## config.mk

```make
export PLATFORM = sky130hd
export DESIGN_NAME = ipcf_ctrl
export DESIGN_NICKNAME = d
export VERILOG_FILES = /design/src/hw/rtl/ipcf_pkg.sv /design/src/hw/rtl/ipcf_ctrl.sv
export SDC_FILE = /design/constraint.sdc
export NUM_CORES = 1
export LEC_CHECK = 0
export BUFFER_PORTS_ARGS = -buffer_cell sky130_fd_sc_hd__buf_2
export CAP_MARGIN = 5
export CORE_MARGIN = 2
export CORE_UTILIZATION = 46
export CTS_BUF_LIST = sky130_fd_sc_hd__clkbuf_8 sky130_fd_sc_hd__clkbuf_16
export CTS_CLUSTER_DIAMETER = 80
export DETAILED_ROUTE_END_ITERATION = 8
export GPL_TIMING_DRIVEN = 0
export PLACE_DENSITY = 0.73
export SYNTH_ARGS = -nofsm -noshare
export SYNTH_HDL_FRONTEND = slang
export SYNTH_SLANG_ARGS = --single-unit
```

## constraint.sdc

```tcl
create_clock -name clk -period 2.4 [get_ports clk]
set_input_delay 0 -clock clk [delete_from_list [all_inputs] [get_ports clk]]
set_output_delay 0 -clock clk [all_outputs]
set_load 0.005 [all_outputs]
```

## src/hw/rtl/ipcf_pkg.sv

```systemverilog
// Shared types, constants and tables of the pitch complementary filter.
`timescale 1ns / 1ps
package ipcf_pkg;

	// Fixed-point configuration
	localparam int CORDIC_ITERATIONS = 16;
	localparam int PITCH_FRAC_BITS   = 16;
	localparam int ATAN_LEN          = 24;
	localparam int ATAN_IDX_W        = $clog2(ATAN_LEN);

	// Rate scaling: |gy| (17 bits) times 2^PITCH_FRAC_BITS / 131
	localparam int DIV_BITS     = 17 + PITCH_FRAC_BITS;
	localparam int CNT_W        = ATAN_IDX_W;
	localparam int RATE_DIVISOR = 131;
	// Reciprocal ceil(2^(RECIP_SHIFT+F) / 131); exact floor for |gy| below 2^16
	localparam int RECIP_SHIFT  = 24;
	localparam logic [DIV_BITS-1:0] RATE_RECIP = DIV_BITS'(
		((64'd1 << (RECIP_SHIFT + PITCH_FRAC_BITS)) + 64'(RATE_DIVISOR - 1))
		/ 64'(RATE_DIVISOR));

	// Datapath widths
	localparam int DIFF_W = 17;
	localparam int CX_W   = 28;
	localparam int CZ_W   = 32;
	localparam int PE_W   = PITCH_FRAC_BITS + 10;
	localparam int PRED_W = PE_W + 2;
	localparam int ACC_W  = PITCH_FRAC_BITS + 9;
	localparam int RATE_W = DIV_BITS + 1;
	localparam int SUM_W  = PRED_W + 19;

	localparam logic [29:0] INV_GAIN_Q30 = 30'd652032874;

	// Configuration register indexes
	localparam int CFG_IDX_W = 3;
	localparam logic [CFG_IDX_W-1:0] REG_AX_OFS = 3'd0;
	localparam logic [CFG_IDX_W-1:0] REG_AY_OFS = 3'd1;
	localparam logic [CFG_IDX_W-1:0] REG_AZ_OFS = 3'd2;
	localparam logic [CFG_IDX_W-1:0] REG_GY_OFS = 3'd3;
	localparam logic [CFG_IDX_W-1:0] REG_ALPHA  = 3'd4;
	localparam logic [CFG_IDX_W-1:0] REG_PERIOD = 3'd5;

	localparam logic [15:0] ALPHA_RESET  = 16'd64225;
	localparam logic [15:0] PERIOD_RESET = 16'd4194;

	typedef enum logic [3:0] {
		ST_IDLE,
		ST_VEC1,
		ST_GAIN,
		ST_VEC2_INIT,
		ST_VEC2,
		ST_ANGLE,
		ST_DIV,
		ST_PRED,
		ST_MUL,
		ST_SAT,
		ST_OUT
	} ctl_state_t;

	// Commands from the controller to the datapath
	typedef struct packed {
		logic             load;
		logic             rot;
		logic             gain;
		logic             vec2_init;
		logic             angle;
		logic             div;
		logic             pred;
		logic             mul;
		logic             sat;
		logic             out_load;
		logic [CNT_W-1:0] idx;
	} ipcf_cmd_t;

	// Arctangent of 2^-i in degrees, Q24
	function automatic logic signed [CZ_W-1:0] atan_q24(input logic [ATAN_IDX_W-1:0] i);
		logic signed [CZ_W-1:0] v;
		unique case (i)
			5'd0:    v = 32'sd754974720;
			5'd1:    v = 32'sd445687602;
			5'd2:    v = 32'sd235489088;
			5'd3:    v = 32'sd119537938;
			5'd4:    v = 32'sd60000934;
			5'd5:    v = 32'sd30029717;
			5'd6:    v = 32'sd15018523;
			5'd7:    v = 32'sd7509720;
			5'd8:    v = 32'sd3754917;
			5'd9:    v = 32'sd1877466;
			5'd10:   v = 32'sd938734;
			5'd11:   v = 32'sd469367;
			5'd12:   v = 32'sd234684;
			5'd13:   v = 32'sd117342;
			5'd14:   v = 32'sd58671;
			5'd15:   v = 32'sd29335;
			5'd16:   v = 32'sd14668;
			5'd17:   v = 32'sd7334;
			5'd18:   v = 32'sd3667;
			5'd19:   v = 32'sd1833;
			5'd20:   v = 32'sd917;
			5'd21:   v = 32'sd458;
			5'd22:   v = 32'sd229;
			5'd23:   v = 32'sd115;
			default: v = '0;
		endcase
		return v;
	endfunction

endpackage

```

## src/hw/rtl/ipcf_ctrl.sv

```systemverilog
// Sequencer of the pitch filter: steps the datapath through each sample.
`timescale 1ns / 1ps
module ipcf_ctrl (
	input  logic              clk,
	input  logic              arst_n,
	input  logic              in_valid,
	output logic              in_ready,
	output logic              out_valid,
	input  logic              out_ready,
	output ipcf_pkg::ipcf_cmd_t cmd
);
	import ipcf_pkg::*;

	ctl_state_t       state_q, state_d;
	logic [CNT_W-1:0] cnt_q;
	logic             out_valid_q;
	logic             iter_last, out_free;

	assign iter_last = (cnt_q == CNT_W'(CORDIC_ITERATIONS - 1));
	assign out_free  = !out_valid_q || out_ready;

	// Next state
	always_comb begin
		state_d = state_q;
		unique case (state_q)
			ST_IDLE:      if (in_valid) state_d = ST_VEC1;
			ST_VEC1:      if (iter_last) state_d = ST_GAIN;
			ST_GAIN:      state_d = ST_VEC2_INIT;
			ST_VEC2_INIT: state_d = ST_VEC2;
			ST_VEC2:      if (iter_last) state_d = ST_ANGLE;
			ST_ANGLE:     state_d = ST_DIV;
			ST_DIV:       state_d = ST_PRED;
			ST_PRED:      state_d = ST_MUL;
			ST_MUL:       state_d = ST_SAT;
			ST_SAT:       state_d = ST_OUT;
			ST_OUT:       if (out_free) state_d = ST_IDLE;
			default:      state_d = ST_IDLE;
		endcase
	end

	// Commands
	always_comb begin
		cmd       = '0;
		cmd.idx   = cnt_q;
		in_ready  = 1'b0;
		unique case (state_q)
			ST_IDLE: begin
				in_ready = 1'b1;
				cmd.load = in_valid;
			end
			ST_VEC1, ST_VEC2: cmd.rot = 1'b1;
			ST_GAIN:          cmd.gain = 1'b1;
			ST_VEC2_INIT:     cmd.vec2_init = 1'b1;
			ST_ANGLE:         cmd.angle = 1'b1;
			ST_DIV:           cmd.div = 1'b1;
			ST_PRED:          cmd.pred = 1'b1;
			ST_MUL:           cmd.mul = 1'b1;
			ST_SAT:           cmd.sat = 1'b1;
			ST_OUT:           cmd.out_load = out_free;
			default: ;
		endcase
	end

	assign out_valid = out_valid_q;

	// State, step counter and output beat flag
	always_ff @(posedge clk or negedge arst_n) begin
		if (!arst_n) begin
			state_q     <= ST_IDLE;
			cnt_q       <= '0;
			out_valid_q <= 1'b0;
		end else begin
			state_q <= state_d;
			if (state_d != state_q) cnt_q <= '0;
			else cnt_q <= cnt_q + CNT_W'(1);
			if (cmd.out_load) out_valid_q <= 1'b1;
			else if (out_ready) out_valid_q <= 1'b0;
		end
	end

endmodule

```

==> flow_summary.ini <==
[synth]
yosys_warnings = 0
async_reset_ff_share_pct = 100
syn_nets = 71
yosysSeqAreaShare_pct = 41.9
syn_area_um2 = 597
synthDominantCellAreaShare_pct = 41.9
synthCells = 65
synth-main-ff-cell = dfrtp_1
ys_types = 29
ys_top_cells_by_area = dfrtp_1, nor3_1, nor2_1
synth_area_per_cell_um2 = 9.18
synth_edf_count = 0
ys_seq_elements = 10
synth.largest_area_cell = dfrtp_1

[worst_setup_path]
cp-start-kind = register
worstReg2RegStart = cnt_q[0]
reg2reg_to = cnt_q[0]
crit_fanout = 5
reg2reg_depth = 7
endpoint_kind = register
cp.arrival_ns = 2.13
worstPathRequired_ns = 2.55
r2r_setup_slack_ns = 0.41
crit_type = reg2reg

[route]
antenna_left = 0
wl_per_cell_um = 12.6
via_per_inst = 5.31
drtIter0Drc = 3
via_count = 547
drc_errors = 0
routed_wl_um = 1300
drt-pass1-iter-count = 2

[clock_network]
htree_num_levels = 1
cts_tree = done
cts_made_buffers = 3
clkLatencyLatePin_ns = 0.24
cts_resized = 0
clk_pin_slew_worst_paths_ns = 0.04
cts.sinks = 10
cts-root-buf = clkbuf_8
cts.path.max_buffers = 2

[flow_run]
cap_viol_max_count = 0

[die]
start_util_pct = 51.6
fp.dieW_um = 40.0
die_area_mm2 = 0.00160
coreArea_mm2 = 0.00116
io_pins = 21
die_h_um = 40.0
std_cell_rows = 12

[final_layout]
multi_input_area_um2 = 312
ff_latch_area_um2 = 250
syn2layout_area_growth_pct = 28.3
final_cell_mix = buf_2, dfrtp_1, nor2_1
final_common_cell = buf_2
final_area_um2 = 766
fill_cells = 109
drive_gt1_share_pct = 33.7
num_antenna_cells = 0
final_nets = 97

[placed_design]
gp_congestion = 0.776
place_hpwl_um = 942
port_buffers = 20
placed_area_um2 = 714

[power_and_ir_drop]
leakage_nw = 0.393
vdd_ir_drop_max_uv = 749
power.density_mw_per_mm2 = 1220
total_power_uw = 935

[sta]
tightestPinTransition_ns = 0.443
setup_viol = 0
hold_ws_ns = 0.148
fmax_mhz = 503
skew_ns = 0.00116
max_slew_margin_pct = 70.4
grt_setup_unrepaired = no
finalCriticalPeriod_ns = 1.99
setup_tns_ns = 0
drv_slew = 0
finalHoldViolations = 0
period_share_pct = 82.8

[global_routing]
grt_antenna_before_repair = 0
grt_use_total_pct = 21.2
grt_pass1_vias = 464
grt_start_max_net_pins = 11
grt_pass1_wl_um = 2010
overflow = 0

[hold_path]
hp-class = in2async

[status]
status = finished, final reports clean
[repair_timing]
action / in CTS / in global routing
hold buffers: 1 / 0
buffers inserted: 0 / 0
hold endpoints to repair: 10 / 0
setup endpoints to repair: 0 / 0
[through the flow]
stage               utilization [%]  cells  setup slack (ns)
floorplan                         -     65             0.591
global placement               61.8     99             0.474
detailed placement             61.8     99             0.428
CTS                            66.2    103             0.414
global route                   66.2    103             0.254
finish                         66.2    103             0.412
[critical path, cell delays in order (launching register included)]
cell and delay (ns):
dfrtp_1 0.41, ha_1 0.24, and3_1 0.19, ha_1 0.22, nor3_1 0.18, or2b_1 0.26, a21boi_2 0.20, nor3_1 0.20
[power by group]
group | switching, mW | total [mW] | internal, mW
registers | 0.0375 | 0.255 | 0.217
clock network | 0.0653 | 0.175 | 0.110
logic | 0.281 | 0.506 | 0.225
total | 0.383 | 0.935 | 0.552
[cells by family (layout without fill, tap and decap cells)]
logic type	Yosys count	after routing	share of synthesized area [%]
AND/OR/NAND/NOR	32	32	29.8
flip-flops	10	10	41.9
XOR/XNOR	4	4	5.87
adder cells (fa/ha/maj)	2	2	4.19
AO/OA/AOI/OAI	11	11	12.4
buffers and inverters	6	30	5.87
[synthesized netlist by cell type (2+ instances only)]
cell	number
ha_1	2
or2b_1	2
a21oi_1	4
nor2_1	9
inv_1	2
o21ai_0	2
xor2_1	2
nand2b_1	4
nor3_1	8
dfrtp_1	10
xnor2_1	2
[final cells by class]
cell class	instances	area share (%)
inverter	2	0.980
tap	14	2.29
sequential	10	32.7
clock buffer	3	5.39
multi-input combinational	49	40.7
timing repair buffer	21	14.4
buffer	4	3.59
[worst max-delay path by stage]
stage / from / endpoint / slack (ns) / depth (start not counted)
after global placement: cnt_q[0] / cnt_q[0] / 0.47 / 7
after detailed placement: cnt_q[0] / cnt_q[0] / 0.43 / 7
after global routing: cnt_q[0] / cnt_q[3] / 0.25 / 7
after CTS: cnt_q[0] / cnt_q[0] / 0.41 / 7
final: cnt_q[0] / cnt_q[0] / 0.41 / 7
after floorplan: cnt_q[0] / cnt_q[3] / 0.59 / 7
[sequential cells by signal, summed over array words and instances, names as in the netlist]
signal and cells:
cnt_q 5, out_valid 1, state_q 4
[per-layer routing]
| layer | GRT usage [%] | share of wire (%) | vias to the layer above |
|---|---|---|---|
| li1 | - | - | 275 |
| met1 | 23.6 | 46 | 253 |
| met2 | 31.0 | 45 | 15 |
| met5 | 0 | 0 | - |
| met3 | 10.0 | 6.3 | 4 |
| met4 | 15.5 | 3.1 | 0 |
Note: power is estimated with default switching activity, not from simulation.
